[src/hw/rtl/i2cmts_pkg.sv]
// Shared types and codes of the I2C master transaction sequencer.
`timescale 1ns / 1ps

package i2cmts_pkg;

  localparam logic [2:0] OP_BEGIN  = 3'd0;
  localparam logic [2:0] OP_TXBYTE = 3'd1;
  localparam logic [2:0] OP_WDONE  = 3'd2;
  localparam logic [2:0] OP_RDONE  = 3'd3;
  localparam logic [2:0] OP_CDONE  = 3'd4;

  localparam logic [2:0] CMD_NONE   = 3'd0;
  localparam logic [2:0] CMD_WRITE  = 3'd1;
  localparam logic [2:0] CMD_RSTART = 3'd2;
  localparam logic [2:0] CMD_RACK   = 3'd3;
  localparam logic [2:0] CMD_RNACK  = 3'd4;
  localparam logic [2:0] CMD_STOP   = 3'd5;

  localparam logic [1:0] STATUS_NONE = 2'd0;
  localparam logic [1:0] STATUS_OK   = 2'd1;
  localparam logic [1:0] STATUS_NACK = 2'd2;

  localparam logic READ_BIT  = 1'b1;
  localparam logic WRITE_BIT = 1'b0;

  typedef struct packed {
    logic [2:0]  op;
    logic [6:0]  slave_addr;
    logic [7:0]  send_len;
    logic [15:0] recv_len;
    logic [7:0]  tx_byte;
    logic        nack;
    logic [7:0]  bus_rx_byte;
  } item_t;

  typedef struct packed {
    logic [2:0] bus_cmd;
    logic [7:0] bus_byte;
    logic       tx_request;
    logic [7:0] rx_byte;
    logic       rx_valid;
    logic [1:0] status;
  } result_t;

endpackage

[src/hw/rtl/i2cmts_in_reg.sv]
// Input register stage: holds one accepted word until the sequencer takes it.
`timescale 1ns / 1ps

module i2cmts_in_reg (
  input  logic                clk,
  input  logic                rst,
  input  logic                item_valid,
  input  i2cmts_pkg::item_t   item,
  output logic                item_stall,
  input  logic                ready,
  output logic                hold_valid,
  output i2cmts_pkg::item_t   hold_item
);
  import i2cmts_pkg::*;

  logic  full;
  logic  full_next;
  item_t word;
  logic  accept;

  assign item_stall = full && !ready;
  assign accept     = item_valid && !item_stall;
  assign hold_valid = full;
  assign hold_item  = word;

  always_comb begin
    if (accept) begin
      full_next = 1'b1;
    end else if (ready) begin
      full_next = 1'b0;
    end else begin
      full_next = full;
    end
  end

  always_ff @(posedge clk) begin
    if (rst) begin
      full <= 1'b0;
    end else begin
      full <= full_next;
      if (accept) begin
        word <= item;
      end
    end
  end

endmodule

[src/hw/rtl/i2cmts_seq.sv]
// Transaction state machine and result register.
`timescale 1ns / 1ps

module i2cmts_seq (
  input  logic                clk,
  input  logic                rst,
  input  logic                hold_valid,
  input  i2cmts_pkg::item_t   hold_item,
  output logic                ready,
  output logic                result_valid,
  input  logic                result_stall,
  output i2cmts_pkg::result_t result
);
  import i2cmts_pkg::*;

  typedef enum logic [3:0] {
    PH_IDLE      = 4'd0,
    PH_ADDR_W    = 4'd1,
    PH_WAIT_HOST = 4'd2,
    PH_DATA_W    = 4'd3,
    PH_RSTART    = 4'd4,
    PH_ADDR_R    = 4'd5,
    PH_READ      = 4'd6,
    PH_STOP      = 4'd7
  } phase_t;

  phase_t      phase;
  phase_t      phase_next;
  logic [6:0]  target_addr;
  logic [6:0]  target_addr_next;
  logic [7:0]  write_total;
  logic [7:0]  write_total_next;
  logic [15:0] read_total;
  logic [15:0] read_total_next;
  logic [7:0]  written_count;
  logic [7:0]  written_count_next;
  logic [15:0] read_count;
  logic [15:0] read_count_next;
  logic        nack_seen;
  logic        nack_seen_next;
  result_t     res;
  logic        take;
  logic [7:0]  wc_inc;
  logic [15:0] rc_inc;

  function automatic logic [2:0] read_cmd(input logic [15:0] cnt, input logic [15:0] total);
    if (({1'b0, cnt} + 17'd1) == {1'b0, total}) begin
      return CMD_RNACK;
    end
    return CMD_RACK;
  endfunction

  assign ready  = !result_valid || !result_stall;
  assign take   = hold_valid && ready;
  assign wc_inc = written_count + 8'd1;
  assign rc_inc = read_count + 16'd1;

  always_comb begin
    phase_next         = phase;
    target_addr_next   = target_addr;
    write_total_next   = write_total;
    read_total_next    = read_total;
    written_count_next = written_count;
    read_count_next    = read_count;
    nack_seen_next     = nack_seen;
    res                = '0;
    unique case (phase)
      PH_IDLE: begin
        if (hold_item.op == OP_BEGIN) begin
          target_addr_next   = hold_item.slave_addr;
          write_total_next   = hold_item.send_len;
          read_total_next    = hold_item.recv_len;
          written_count_next = 8'd0;
          read_count_next    = 16'd0;
          nack_seen_next     = 1'b0;
          if (hold_item.send_len != 8'd0) begin
            res.bus_cmd  = CMD_WRITE;
            res.bus_byte = {hold_item.slave_addr, WRITE_BIT};
            phase_next   = PH_ADDR_W;
          end else if (hold_item.recv_len != 16'd0) begin
            res.bus_cmd  = CMD_WRITE;
            res.bus_byte = {hold_item.slave_addr, READ_BIT};
            phase_next   = PH_ADDR_R;
          end else begin
            res.bus_cmd = CMD_STOP;
            phase_next  = PH_STOP;
          end
        end
      end
      PH_ADDR_W: begin
        if (hold_item.op == OP_WDONE) begin
          if (hold_item.nack) begin
            nack_seen_next = 1'b1;
            res.bus_cmd    = CMD_STOP;
            phase_next     = PH_STOP;
          end else begin
            res.tx_request = 1'b1;
            phase_next     = PH_WAIT_HOST;
          end
        end
      end
      PH_WAIT_HOST: begin
        if (hold_item.op == OP_TXBYTE) begin
          res.bus_cmd  = CMD_WRITE;
          res.bus_byte = hold_item.tx_byte;
          phase_next   = PH_DATA_W;
        end
      end
      PH_DATA_W: begin
        if (hold_item.op == OP_WDONE) begin
          if (hold_item.nack) begin
            nack_seen_next = 1'b1;
            res.bus_cmd    = CMD_STOP;
            phase_next     = PH_STOP;
          end else begin
            written_count_next = wc_inc;
            if (wc_inc < write_total) begin
              res.tx_request = 1'b1;
              phase_next     = PH_WAIT_HOST;
            end else if (read_total != 16'd0) begin
              res.bus_cmd = CMD_RSTART;
              phase_next  = PH_RSTART;
            end else begin
              res.bus_cmd = CMD_STOP;
              phase_next  = PH_STOP;
            end
          end
        end
      end
      PH_RSTART: begin
        if (hold_item.op == OP_CDONE) begin
          res.bus_cmd  = CMD_WRITE;
          res.bus_byte = {target_addr, READ_BIT};
          phase_next   = PH_ADDR_R;
        end
      end
      PH_ADDR_R: begin
        if (hold_item.op == OP_WDONE) begin
          if (hold_item.nack) begin
            nack_seen_next = 1'b1;
            res.bus_cmd    = CMD_STOP;
            phase_next     = PH_STOP;
          end else begin
            res.bus_cmd = read_cmd(read_count, read_total);
            phase_next  = PH_READ;
          end
        end
      end
      PH_READ: begin
        if (hold_item.op == OP_RDONE) begin
          res.rx_byte     = hold_item.bus_rx_byte;
          res.rx_valid    = 1'b1;
          read_count_next = rc_inc;
          if (rc_inc < read_total) begin
            res.bus_cmd = read_cmd(rc_inc, read_total);
          end else begin
            res.bus_cmd = CMD_STOP;
            phase_next  = PH_STOP;
          end
        end
      end
      PH_STOP: begin
        if (hold_item.op == OP_CDONE) begin
          res.status = nack_seen ? STATUS_NACK : STATUS_OK;
          phase_next = PH_IDLE;
        end
      end
      default: begin
        phase_next = PH_IDLE;
      end
    endcase
  end

  always_ff @(posedge clk) begin
    if (rst) begin
      phase         <= PH_IDLE;
      target_addr   <= 7'd0;
      write_total   <= 8'd0;
      read_total    <= 16'd0;
      written_count <= 8'd0;
      read_count    <= 16'd0;
      nack_seen     <= 1'b0;
      result_valid  <= 1'b0;
    end else begin
      if (take) begin
        phase         <= phase_next;
        target_addr   <= target_addr_next;
        write_total   <= write_total_next;
        read_total    <= read_total_next;
        written_count <= written_count_next;
        read_count    <= read_count_next;
        nack_seen     <= nack_seen_next;
        result        <= res;
        result_valid  <= 1'b1;
      end else if (!result_stall) begin
        result_valid  <= 1'b0;
      end
    end
  end

endmodule

[src/hw/rtl/i2c_master_transaction_sequencer_unit.sv]
// Top level of the I2C master transaction sequencer.
//
// Sits between a host and a byte-level I2C engine. Every event (begin,
// host byte, write done, read done, command done) enters as one word on the
// item channel; each event gives exactly one result word on the result
// channel: the next bus command and byte, a host byte request, a received
// byte, and the final status on the command done after the stop.
// Both channels use valid/stall; a word moves when valid is high and stall
// is low. An accepted event waits in the input register until the
// sequencer takes it and decides it against the transaction state; the
// result is registered. One event is taken every cycle; the only
// limit is the result register, and while the receiver stalls a full result
// the input register fills and then item_stall rises, with the result held.
// Events that do not fit the current phase give an all-zero result and leave
// the state unchanged.
// Synchronous reset returns the sequencer to idle and empties both stages.
`timescale 1ns / 1ps

module i2c_master_transaction_sequencer_unit (
  input  logic        clk,
  input  logic        rst,
  input  logic        item_valid,
  output logic        item_stall,
  input  logic [2:0]  op,
  input  logic [6:0]  slave_addr,
  input  logic [7:0]  send_len,
  input  logic [15:0] recv_len,
  input  logic [7:0]  tx_byte,
  input  logic        nack,
  input  logic [7:0]  bus_rx_byte,
  output logic        result_valid,
  input  logic        result_stall,
  output logic [2:0]  bus_cmd,
  output logic [7:0]  bus_byte,
  output logic        tx_request,
  output logic [7:0]  rx_byte,
  output logic        rx_valid,
  output logic [1:0]  status
);
  import i2cmts_pkg::*;

  item_t   item;
  item_t   hold_item;
  logic    hold_valid;
  logic    ready;
  result_t result;

  assign item.op          = op;
  assign item.slave_addr  = slave_addr;
  assign item.send_len    = send_len;
  assign item.recv_len    = recv_len;
  assign item.tx_byte     = tx_byte;
  assign item.nack        = nack;
  assign item.bus_rx_byte = bus_rx_byte;

  i2cmts_in_reg u_in_reg (
    .clk        (clk),
    .rst        (rst),
    .item_valid (item_valid),
    .item       (item),
    .item_stall (item_stall),
    .ready      (ready),
    .hold_valid (hold_valid),
    .hold_item  (hold_item)
  );

  i2cmts_seq u_seq (
    .clk          (clk),
    .rst          (rst),
    .hold_valid   (hold_valid),
    .hold_item    (hold_item),
    .ready        (ready),
    .result_valid (result_valid),
    .result_stall (result_stall),
    .result       (result)
  );

  assign bus_cmd    = result.bus_cmd;
  assign bus_byte   = result.bus_byte;
  assign tx_request = result.tx_request;
  assign rx_byte    = result.rx_byte;
  assign rx_valid   = result.rx_valid;
  assign status     = result.status;

endmodule

[config.mk]
export PLATFORM = sky130hd
export DESIGN_NAME = i2c_master_transaction_sequencer_unit
export DESIGN_NICKNAME = d
export VERILOG_FILES = /design/src/hw/rtl/i2cmts_pkg.sv /design/src/hw/rtl/i2cmts_in_reg.sv /design/src/hw/rtl/i2cmts_seq.sv /design/src/hw/rtl/i2c_master_transaction_sequencer_unit.sv
export SDC_FILE = /design/constraint.sdc
export NUM_CORES = 1
export LEC_CHECK = 0
export ABC_AREA = 1
export BUFFER_PORTS_ARGS = -buffer_cell sky130_fd_sc_hd__buf_2
export CORE_MARGIN = 2
export CORE_UTILIZATION = 53
export CTS_CLUSTER_SIZE = 14
export DETAILED_ROUTE_END_ITERATION = 10
export GPL_TIMING_DRIVEN = 0
export PLACE_DENSITY = 0.75
export SYNTH_ARGS = -nofsm -noshare
export SYNTH_HDL_FRONTEND = slang
export SYNTH_SLANG_ARGS = --single-unit
[constraint.sdc]
create_clock -name clk -period 2.6 [get_ports clk]
set_input_delay 0.13 -clock clk [delete_from_list [all_inputs] [get_ports clk]]
set_output_delay 0.13 -clock clk [all_outputs]
set_load 0.03 [all_outputs]
==> impl_results.md, run 1 <==
* I/O pin count at 80
* Synth Net Count at 913
* # Max-Cap Violations at 0
* Final setup fails at 4
* Max incr delay on CP at ~0.4 ns
* Grt peak-use layer: met2
* Syn avg cell area at approximately 8.4 um^2
* WHS Path Cells at 3
* Critical-path cell list: ha_4 > nand2_4 > nor2_4 > nand3_2 > nor2_1 > nand2_1 > buf_4 > buf_4 > buf_4 > buf_4 > buf_4 > buf_4 > buf_4 > o21ai_2 > inv_1 > o21ai_0 > nand3_1 > inv_1 > nand2_1
* Antenna diode count at 0
* Syn Inst Count at 832
* CTS root buf: clkbuf_16
* Seq/Total Area, Yosys at 49.4%
* CTS tree: yes
* R2R cell count at 19
* Worst Path Buf+Inv at 9
* Unrepaired setup endpoints after global routing: yes
* Clk Latency, worst-skew pair at 0.41 ns
* First-pass GRT wire length at just under 30 mm
* Post-Syn Area at 6970 um^2
* Starting Density at 54.8%
* CP Launch Type: flop
* Slowest-stage cell, CP: dfxtp_4
* Worst EP arrival at 2.97 ns
* Fmax at 357 MHz
* Peak fanout along the critical path at 6
* Net Sw Frac at 22.2%
* Critical Path RT at ~2.8 ns
* GRT met2 Usage at between 40 and 50%
* Ys async rst share at 0%
* Total Wirelength at 18.7 mm
* CTS sink count at between 100 and 150
* Post-synth EDFFs at 74
* Number of synthesis warnings at 0
* Vias in the first global route at 6,177
* Initial antenna violation count at 0
* Netlist cell types at 45
* HPWL Detailed at about 12 mm
* Number of detailed-routing iterations run before antenna repair at 5
* Slew @ Worst Pin at 0.764 ns
* Most frequent cell after synthesis: nand2_1
* Congestion Overflow GR at 0
* Avg WL per Cell at 15.6 um
* Final Hold Vio Count at 0
* Met3 Use GR at 4.44%
* Max-slew violations at 0
* # DRC at 0
* Pin count of the biggest net entering global routing at 28
* Gr usage total at 26.7%
* Area growth from synthesis to layout at 34.1%
* Multi-input logic area at about 3400 um^2
* Share of cells above drive strength 1 at ~27%
* Hold Path Class: in2reg
* Post-synth top area cell: edfxtp_1
* I/O Buffers at 79
* Slew margin rel. at 48.7%
* Die H at 119 um
* Overall via count from detail_route at 6,413
* Global routing usage on met1 at about 34%
* Die width at around 120 um
* Core Area at ~13,000 um^2
* Row count at 41
* Levels on crit path at 19
* Failing checks: negative setup slack
* Fin crit share at 108%
* Leakage power at 3.77 nW
* H-tree depth at 4
* Clock power share at 47.1%
* Pwr Total at 5.03 mW
* Cell Pwr Density at 539 nW/um^2
* Combinational Power Share at 6.5%
* #FFs+latches synth at 135
* Buffer depth of the longest clock path at 2
* Main synth FF type: edfxtp_1
* Initial DRC count at 651
* Worst clock skew at around 0.006 ns
* Sequential fraction of design power at between 40 and 50%
* Fin Hold WS at 0.0845 ns
* Synth top area share at 31.9%
* Sequential cell area at 3470 um^2
* Crit path kind: reg2reg
* Clock transition at path regs at 0.06 ns
* Switching pwr at between 1 and 1.5 mW
* Status: complete, but fails checks
* Most used cell along the critical path: buf_4
* Worst vdd ir at 0.473 mV
* Placed Area at 7630 um^2
* CP delay by family, top: buffers and inverters
* Total die area at roughly 14,000 um^2
* Post-route setup slack at -0.200 ns
* Top cells by area, synth: edfxtp_1 (32%), dfxtp_1 (18%), nand2_1 (11%)
* Crit path capture type: flop
* Post-route ant nets at 0
* Commonest cells post-synth: nand2_1 (212), inv_1 (97), a21oi_1 (76)
* Filler cell count at 934
* # nets final at 1,098
* Post-route cell area at a little over 9000 um^2
* Final min period at between 2 and 3 ns
* Final RePlAce weighted congestion at about 0.9
* CTS Buf Count at 17
* P_int at 3.91 mW
* Vias/cell at 5.34
[layout make-up]
class / instances / share of cell area (%)
buffer: 15 / 0.763
clock buffer: 21 / 4.93
clock inverter: 11 / 1.33
inverter: 107 / 4.38
multi-input combinational: 575 / 36.2
sequential: 135 / 37.2
tap: 172 / 2.30
timing repair buffer: 166 / 13.0
[stage by stage]
stage	util [%]	TNS (ns)	cells	setup WS, ns
2_1_floorplan	-	0	832	0.0164
3_3_place_gp	59.7	-20.97	1083	-0.959
3_5_place_dp	60.0	-4.60	1085	-0.949
4_1_cts	71.1	-0.343	1189	-0.152
5_1_grt	73.4	-1.12	1202	-0.314
6_report	73.4	-0.396	1202	-0.200
[power groups by stage]
stage | clock (mW) | combinational, mW | sequential, mW
after global routing | 2.49 | 0.357 | 2.33
after CTS | 2.37 | 0.299 | 2.33
after global placement | 0 | 0.218 | 2.38
after floorplan | 0 | 0.113 | 2.39
after detailed placement | 0 | 0.229 | 2.38
final | 2.37 | 0.329 | 2.33
[kinds of logic after synthesis]
| family | count (synthesis) | share of synthesized area, % |
|---|---|---|
| flops | 135 | 49.4 |
| simple gates | 390 | 26.1 |
| fa+ha+maj | 26 | 4.67 |
| buf+inv | 122 | 6.73 |
| compound gates | 148 | 11.6 |
| xor+xnor | 11 | 1.49 |
[what timing repair did]
| action | in CTS | in global routing |
|---|---|---|
| gates resized for setup | 44 | 57 |
| cloned | 0 | 0 |
| pin swaps | 17 | 17 |
| endpoints found under the setup margin | 7 | 7 |
| hold buffers | 52 | 0 |
| setup buffers | 20 | 13 |
| hold endpoints to repair | 52 | 0 |
[tightest hold or removal path: cells and delay by family]
kind / cells / cell delay [ns]
AO/OA/AOI/OAI: 1 / 0.09
buffers and inverters: 1 / 0.10
AND/OR/NAND/NOR: 1 / 0.12
[flip-flops by register name (all words and copies together) (netlist names)]
name,flops
u_seq.result_valid,1
u_seq.read_total,16
u_seq.result,23
u_in_reg.hold_valid,1
u_seq.written_count,8
u_seq.phase,3
u_seq.write_total,8
u_seq.target_addr,7
u_in_reg.hold_item,51
u_seq.nack_seen,1
u_seq.read_count,16
[cells in the final DEF, fill, tap and decap left out, types with 9 or more instances in the layout]
cell type and count:
inv_1 88, nor3_1 9, a21oi_1 72, nor2_2 17
clkbuf_16 17, dlygate4sd3_1 52, buf_4 32, nor2_1 49
inv_2 15, nand4_1 18, nand3_1 27, nor4_1 9
a22oi_1 10, buf_2 79, nand2_1 193, ha_1 19
clkbuf_1 12, dfxtp_1 48, edfxtp_1 74, nor2_4 11
nand2_2 29, o21ai_0 40
[final timing paths]
check | start | to | slack, ns
hold / removal | result_stall | u_seq.result_valid$_SDFFE_PP0P_ | 0.08
hold reg to reg | u_seq.target_addr[3]$_SDFFE_PP0P_ | u_seq.target_addr[3]$_SDFFE_PP0P_ | 0.47
setup reg to reg | u_seq.read_count[1]$_SDFFE_PP0P_ | u_seq.result[22]$_DFFE_PP_ | -0.20
setup / recovery | u_seq.read_count[1]$_SDFFE_PP0P_ | u_seq.result[22]$_DFFE_PP_ | -0.20
[metal layers]
metal,part of all wire [%],vias up
met5,0,-
met4,2.5,0
met3,5.7,44
met2,50,227
met1,42,2981
li1,-,3161
(Power assumes the default switching activity.)
==> run 2: changes to the inputs <==
Settings changed: CORE_UTILIZATION 53 to 61, PLACE_DENSITY 0.75 to 0.82.
Clock period 2.6 ns to 3.5 ns, I/O delays scaled along.
==> run 2 against run 1 <==
The flow now finishes without violations; sequential power fell by 26%; hold slack improved by 0.036 ns; register-to-register slack improved by 0.53 ns; total power fell by 23%; largest cell class unchanged; largest power group unchanged.
==> impl_results.md, run 2 (synthesis results as in run 1) <==
* Die width at between 100 and 150 um
* Fmax at 315 MHz
* First-pass GRT wire length at slightly below 30 mm
* # Max-Cap Violations at 0
* CTS sink count at 135
* Buffer depth of the longest clock path at 2
* Number of flip-flops in the largest register at between 50 and 60
* Area growth from synthesis to layout at 26.4%
* Final RePlAce weighted congestion at about 0.95
* HPWL Detailed at 11.4 mm
* Starting Density at 61.8%
* Unrepaired setup endpoints after global routing: no
* Initial DRC count at 714
* Flop2flop setup slack at 0.33 ns
* Leakage power at 3.61 nW
* Share of cells above drive strength 1 at 18.1%
* Fin Hold WS at approximately 0.12 ns
* Number of detailed-routing iterations run before antenna repair at 6
* # DRC at 0
* Fin crit share at 90.6%
* Critical-path cell list: ha_4 > nand2_2 > nor2_4 > nand3_1 > nor2_2 > nand2_1 > nand2_1 > inv_1 > ha_1 > nand4_1 > inv_1 > nand2_1 > nor4_4 > o21ai_2 > o21ai_0 > nand3_1 > inv_1 > nand2_1
* CP Launch Type: flop
* Worst clock skew at a little over 0.008 ns
* CTS Buf Count at 17
* I/O pin count at 80
* Peak fanout along the critical path at 7
* Row count at 39
* Max-slew violations at 0
* Initial antenna violation count at 1
* H-tree depth at 4
* Congestion Overflow GR at 0
* Slowest-stage cell, CP: dfxtp_4
* Leading cell type in the layout, fill and taps excluded: nand2_1
* Post-route ant nets at 0
* Final Hold Vio Count at 0
* Most used cell along the critical path: nand2_1
* Final setup fails at 0
* Vias in the first global route at between 6k and 7k
* CTS tree: yes
* DP Worst Slack at -0.321 ns
* Total Wirelength at 18.4 mm
* Pin count of the biggest net entering global routing at 27
* Clk Latency, worst-skew pair at about 0.42 ns
* Status: complete, no violations
* Critical Path RT at 3.67 ns
* R2R cell count at 18
* Final min period at 3.17 ns
* Worst Path Buf+Inv at 3
* Final Non-Filler Cells at roughly 1.1k
* Post-route setup slack at 0.329 ns
* Slew @ Worst Pin at between 0.8 and 0.9 ns
* Die H at between 100 and 150 um
* Antenna diode count at 0
* Crit path kind: reg2reg
* Max incr delay on CP at 0.41 ns
* Filler cell count at 733
* R2R Path Start: u_seq.read_count[0]$_SDFFE_PP0P_
* I/O Buffers at 79
* Vias/cell at 5.59
* DP Cell Count at 1,056
* Total die area at between 10,000 and 15,000 um^2
* Worst EP arrival at around 3.3 ns
* CP delay by family, top: simple AND/OR/NAND/NOR gates
* # nets final at about 1.1k
* Hold Path Class: in2reg
* Slew margin rel. at between 40% and 50%
* Cell Pwr Density at 441 nW/um^2
* Clock transition at path regs at 0.06 ns
* Hold endpoint: u_seq.result_valid$_SDFFE_PP0P_
* CTS root buf: clkbuf_16
* Reg-to-Reg End: u_seq.result[20]$_DFFE_PP_
* Commonest non-fill, non-tap cells in the layout: nand2_1 (211), inv_1 (96), buf_2 (79)
* Crit path capture type: flop
* Overall via count from detail_route at 6,400
* Worst vdd ir at 0.427 mV
* Avg WL per Cell at 16.1 um
* WHS Path Cells at 3
* Gr usage total at about 30%
* Core Area at between 10,000 and 15,000 um^2
* Hold Crit Start: result_stall
==> run 2: changes by cell type in the layout (fill, tap and decap cells not counted), sizes merged <==
cell	before	now
bufinv	2	4
clkinv	7	6
clkbuf	31	29
buf	119	90
inv	107	109
clkinvlp	2	1
==> run 2: worst max path at each step <==
stage / startpoint / end / cells after the start
floorplan: u_seq.read_count[0]$_SDFFE_PP0P_ / u_seq.result[20]$_DFFE_PP_ / 18
detailed placement: u_seq.read_count[0]$_SDFFE_PP0P_ / u_seq.result[20]$_DFFE_PP_ / 18
CTS: u_seq.read_count[0]$_SDFFE_PP0P_ / u_seq.result[20]$_DFFE_PP_ / 18
global route: u_seq.read_count[0]$_SDFFE_PP0P_ / u_seq.result[20]$_DFFE_PP_ / 18
finish: u_seq.read_count[0]$_SDFFE_PP0P_ / u_seq.result[20]$_DFFE_PP_ / 18
global placement: u_seq.read_count[0]$_SDFFE_PP0P_ / u_seq.result[20]$_DFFE_PP_ / 18
==> run 2: layer usage <==
layer / track usage (%) / up-vias / wire (um)
li1: - / 3112 / -
met2: 53.0 / 294 / 8970
met3: 6.83 / 71 / 1390
met1: 36.7 / 2923 / 7360
met5: 0 / - / 0
met4: 13.4 / 0 / 675
==> run 2: metrics by stage <==
stage	total power, mW	cell area (um^2)	util, %	TNS (ns)
2_1_floorplan	1.86	6970	-	0
3_3_place_gp	1.93	7540	66.9	-0.619
3_5_place_dp	1.94	7580	67.2	-0.624
4_1_cts	3.87	8740	77.5	0
5_1_grt	3.97	8810	78.1	0
6_report	3.89	8810	78.1	0
==> run 2: tightest hold or removal path, stage by stage <==
cell     delay (ns)
buf_2          0.10
nand2_1        0.13
a21oi_1        0.08
==> run 2: report_power, final <==
group | internal [mW] | leakage [nW] | switching [mW]
registers | 1.71 | 1.19 | 0.0199
clock network | 1.20 | 0.304 | 0.721
logic | 0.0978 | 2.11 | 0.130
total | 3.02 | 3.61 | 0.871
==> run 2: repair_timing <==
action                                  4_1_cts  5_1_grt
gates resized for setup                       3       11
setup buffers                                 0        4
endpoints found under the setup margin        3        7
hold endpoints to repair                     52        0
hold buffers                                 52        0
pin swaps                                     0        2
==> run 2: cell type report <==
type	instances	area [um^2]	share of cell area, %
tap	143	179	2.03
buffer	15	67.6	0.767
clock inverter	13	196	2.23
timing repair buffer	137	981	11.1
sequential	135	3450	39.2
clock buffer	19	433	4.91
multi-input combinational	575	3100	35.2
inverter	107	402	4.56
